--- config.mk ---
export PLATFORM = sky130hd
export DESIGN_NAME = ptws_out
export DESIGN_NICKNAME = d
export VERILOG_FILES = /design/src/design/ptws_pkg.sv /design/src/design/ptws_out.sv
export SDC_FILE = /design/constraint.sdc
export NUM_CORES = 1
export LEC_CHECK = 0
export BUFFER_PORTS_ARGS = -buffer_cell sky130_fd_sc_hd__buf_2
export CORE_UTILIZATION = 35
export CTS_CLUSTER_SIZE = 30
export DETAILED_ROUTE_END_ITERATION = 10
export HOLD_SLACK_MARGIN = 0.06
export PLACE_DENSITY = 0.64
export SYNTH_ARGS = -nofsm -noshare
export SYNTH_HDL_FRONTEND = slang
export SYNTH_SLANG_ARGS = --single-unit
--- constraint.sdc ---
create_clock -name clk -period 5.2 [get_ports clk]
set_input_delay 0.52 -clock clk [delete_from_list [all_inputs] [get_ports clk]]
set_output_delay 0.52 -clock clk [all_outputs]
set_load 0.02 [all_outputs]
--- src/design/ptws_pkg.sv ---
// Package for the perspective world-to-screen projection pipeline.
// Holds field widths, stage counts, reset values and register indexes.
// No dependencies.
`timescale 1ns / 1ps
`default_nettype none
package ptws_pkg;
	localparam int COORD_W  = 24;
	localparam int VP_BITS  = 12;
	localparam int MAT_W    = 16;
	localparam int ROW_W    = 48;
	localparam int TAN_W    = 24;
	localparam int SCR_W    = 21;
	localparam int REL_W    = COORD_W + 1;
	localparam int PROD_W   = REL_W + MAT_W;
	localparam int VIEW_W   = PROD_W + 2;
	localparam int NUM_W    = VIEW_W + VP_BITS + 20;
	localparam int DEN_W    = VIEW_W + TAN_W + 1;
	localparam int Q_W      = 23;
	localparam int REM_W    = DEN_W + Q_W + 1;
	localparam int DIV_ST   = Q_W + 1;
	localparam int XF_ST    = 3;
	localparam int PREP_ST  = 2;
	localparam int PIPE_ST  = XF_ST + PREP_ST + DIV_ST + 1;
	localparam int SUM_W    = SCR_W + 5;
	localparam logic [Q_W-1:0] OFF_CAP = Q_W'(1 << 22);
	localparam int CFG_IDX_W = 8;
	localparam int CFG_DAT_W = ROW_W;

	localparam logic [ROW_W-1:0] ROW0_RST = ROW_W'(48'd16384);
	localparam logic [ROW_W-1:0] ROW1_RST = ROW_W'(48'd1073741824);
	localparam logic [ROW_W-1:0] ROW2_RST = ROW_W'(48'd70368744177664);
	localparam logic [2*VP_BITS-1:0] VP_RST = (2*VP_BITS)'((1080 << VP_BITS) | 1920);
	localparam logic [TAN_W-1:0] TAN_RST = TAN_W'(45889);

	typedef enum logic [CFG_IDX_W-1:0] {
		REG_CAM_X = 8'd0,
		REG_CAM_Y = 8'd1,
		REG_CAM_Z = 8'd2,
		REG_ROW0  = 8'd3,
		REG_ROW1  = 8'd4,
		REG_ROW2  = 8'd5,
		REG_VP    = 8'd6,
		REG_TAN   = 8'd7
	} reg_idx_t;

	// Sideband carried with each divider lane: sign of the numerator and visibility.
	typedef struct packed {
		logic neg;
		logic vis;
	} div_tag_t;
endpackage
`default_nettype wire

--- src/design/ptws_out.sv ---
// Output stage: offset capping, sign, viewport centering, saturation and zeroing of hidden points.
// Depends on ptws_pkg.
`timescale 1ns / 1ps
`default_nettype none
module ptws_out import ptws_pkg::*; (
	input  wire                 clk,
	input  wire                 en,
	input  wire  [Q_W-1:0]      qx,
	input  wire                 ovfx,
	input  div_tag_t            tagx,
	input  wire  [Q_W-1:0]      qy,
	input  wire                 ovfy,
	input  div_tag_t            tagy,
	input  wire  [VP_BITS-1:0]  w,
	input  wire  [VP_BITS-1:0]  h,
	output logic [SCR_W-1:0]    sx_q,
	output logic [SCR_W-1:0]    sy_q,
	output logic                vis_q
);
	logic [Q_W-1:0]          offx, offy;
	logic signed [SUM_W-1:0] soffx, soffy, sumx, sumy;

	function automatic logic [SCR_W-1:0] sat(input logic signed [SUM_W-1:0] v);
		logic signed [SUM_W-1:0] hi, lo;
		hi = SUM_W'((1 << (SCR_W-1)) - 1);
		lo = -SUM_W'(1 << (SCR_W-1));
		if (v > hi) return SCR_W'(hi);
		else if (v < lo) return SCR_W'(lo);
		else return SCR_W'(v);
	endfunction

	assign offx  = (ovfx || qx > OFF_CAP) ? OFF_CAP : qx;
	assign offy  = (ovfy || qy > OFF_CAP) ? OFF_CAP : qy;
	assign soffx = tagx.neg ? -$signed(SUM_W'(offx)) : $signed(SUM_W'(offx));
	assign soffy = tagy.neg ? -$signed(SUM_W'(offy)) : $signed(SUM_W'(offy));
	assign sumx  = $signed(SUM_W'({w, 3'b0})) + soffx;
	assign sumy  = $signed(SUM_W'({h, 3'b0})) - soffy;

	always_ff @(posedge clk) begin
		if (en) begin
			vis_q <= tagx.vis;
			sx_q  <= tagx.vis ? sat(sumx) : '0;
			sy_q  <= tagx.vis ? sat(sumy) : '0;
		end
	end
endmodule
`default_nettype wire

==> run metrics <==
CP dominant cell by count nand2_1; largest area contributor in the netlist edfxtp_1; drt wl/cell 15.7 um; vias in the first global route roughly 4,900; crit share post-route 0.944; first-pass GRT wire length between 20,000 and 25,000 um; Via-to-Cell Ratio approximately 5.6; HP Start tagx[0]; Ant. Diodes 0; CP Launch Type input pin; htree depth 2; commonest non-fill, non-tap cell in the layout buf_2; PwrDens 207 nW/um^2; CP peak stage delay around 0.54 ns; largest net degree at the start of global routing 44; die width 126 um; final setup violation count 0; Yosys cell types 82; vias approximately 5,400; worst hold stages 1; crit path capture type flip-flop; Fin Setup TNS 0 ns; asr flop ratio synth 0; gr busiest metal met2; detailed placer's ending HPWL 12,300 um; PortBufs roughly 120; share of post-route cells with drive strength above 1 0.343; syn_nets roughly 730; max-cap viol count 0; CTS tree built; Post-Syn Area between 5000 and 6000 um^2; share of the synthesized area in the top cell type 0.239; Post-Route WL about 15,000 um; most frequent cells in the layout buf_2 (119), nand2_1 (62), buf_4 (62); fin util 0.463; # IOs ~120; worst-path maximum fanout 15; total congestion overflow 0; Final GP Congestion 0.909; leak pwr around 0.0027 uW; main area contributors after synthesis edfxtp_1 (24%), ha_1 (6.7%), a221oi_2 (5.6%); min setup slack post-route just under 0.3 ns; postcts setup bufs 0; Top FF cell, synth edfxtp_1; CP top delay family simple AND/OR/NAND/NOR gates; Starting Density 0.365; cell chain of the critical path buf_2, or4_4, nor4_4, nand2_1, nand2_1, nand2_1, ha_1, nor3b_1, and3_1, a21oi_2, nand2_1, o21ai_0, nand2_1, ha_1, and4_1, and4_1, nand3_1, inv_1, a21o_1, nor3_1, o211a_1, nor3_4, buf_12, o22ai_1; GR met2 Demand/Resource 0.311; Rel. slew slack 0.294; CP bufs+invs 3; GR Util met1 0.263; critical path startpoint qy[13]; CP required ~5.2 ns; Max VDD drop 132 uV; Num CTS Buffers 5; data arrival time at the worst-slack endpoint around 5 ns; Post-Syn Instances about 620; # nets final slightly below 900; yosys warns 0; First DRT Iteration DRCs slightly above 400; met3 Usage GRT 0.0183; Seq cells post-synth 43; Root Buffer clkbuf_16; GRT Total Usage 0.189; unrepaired setup endpoints after global routing no; Pre-Repair DR Iteration Count 7; Core ar. around 15,000 um^2; Worst Hold Class input pin to flip-flop; post-synthesis sequential area ratio 0.239; CP Class input pin to flip-flop; Min Hold Slack about 0.47 ns; Longest Clk Path Bufs 2; clock slew at reported path FFs around 0.06 ns; clock sinks between 40 and 50; Area Overhead vs Synth 26.8%; EDFF count, synth 43; fillcell total about 1,400; DRC Markers 0; f_max 204 MHz; Crit-path slowest cell or4_4; final worst path period need just under 5 ns; Max Slew Vio Count 0; status finished clean; Mapped Avg Cell Area 8.64 um^2; Final ANT Viol Nets 0; # resized after CTS 0; Cell Rows 44; Hold Path Sink vis_q; initial antenna violation count 1; pre-CTS setup slack -0.188 ns; Hold Vio Cnt, Final 0; Die ar. between 15,000 and 20,000 um^2; actual slew at the worst max-slew pin between 1 and 1.5 ns; die height between 100 and 150 um; CTS Hold Bufs 0; Pwr Total 1410 uW
## metal layers
| layer | vias to the layer above | share of wire |
|---|---|---|
| met5 | - | 0 |
| met4 | 0 | 0.022 |
| li1 | 2736 | - |
| met1 | 2525 | 0.46 |
| met2 | 166 | 0.47 |
| met3 | 21 | 0.047 |
## final cells by class
type,count,area [um^2],share of cell area
clock buffer,5,125,0.0183
clock inverter,3,43.8,0.00641
inverter,13,48.8,0.00714
multi-input combinational,534,3930,0.576
sequential,43,1290,0.189
tap,184,230,0.0337
timing repair buffer,186,1160,0.170
## state kept, by name (all words and copies together) (netlist names)
name   count
sx_q      21
sy_q      21
vis_q      1
## synth_stat cells (3+ instances only)
cell type	n
nor3_1	20
inv_1	13
nor2_1	57
xnor2_1	26
or2_2	10
a21oi_1	49
and4_1	3
o22ai_1	17
o211ai_1	4
ha_1	29
xor2_1	28
nand3b_1	3
clkbuf_1	17
nand2b_1	9
nor2b_1	7
nor4_1	13
nor4_4	4
and3_1	6
edfxtp_1	43
o21ai_1	3
nand4_1	8
o21a_1	4
buf_2	7
a21o_1	13
buf_6	7
a211oi_1	6
o2111ai_1	3
or3_1	5
nand2_1	62
o31ai_1	13
o21ai_0	29
a31o_2	3
a31oi_1	10
nand3_1	9
a221oi_2	20
## stage by stage
stage	instances	instance area (um^2)
6_report	968	6830
5_1_grt	968	6830
4_1_cts	968	6780
3_5_place_dp	960	6610
3_3_place_gp	960	6610
2_1_floorplan	624	5400
## cell families (layout without fill, tap and decap cells)
family                     after synthesis  after routing  share of synthesized area
xor gates and xnor gates                54             54                     0.0877
DFF                                     43             43                      0.239
buffers and inverters                   47            207                     0.0448
adders and majority gates               30             30                     0.0710
muxes                                    2              2                    0.00371
AOI/OAI and AO/OA                      209            209                      0.307
and+or+nand+nor                        239            239                      0.246
## report_power, final
part | switching (uW) | leakage [uW] | internal [uW] | total (uW)
sequential | 11.5 | 0.000414 | 425 | 436
clock | 129 | 0.0000838 | 226 | 355
combinational | 363 | 0.00224 | 259 | 621
total | 503 | 0.00274 | 909 | 1410
## how the worst max path moves through the flow
| stage | slack [ns] | cells after the start | to |
|---|---|---|---|
| CTS | 0.09 | 24 | sy_q[2] |
| global route | 0.02 | 25 | sy_q[3] |
| finish | 0.29 | 24 | sy_q[2] |
| global placement | -0.11 | 24 | sy_q[9] |
| floorplan | 0.11 | 24 | sy_q[5] |
| detailed placement | -0.19 | 24 | sy_q[19] |
Power figures use the tool's default switching activity.
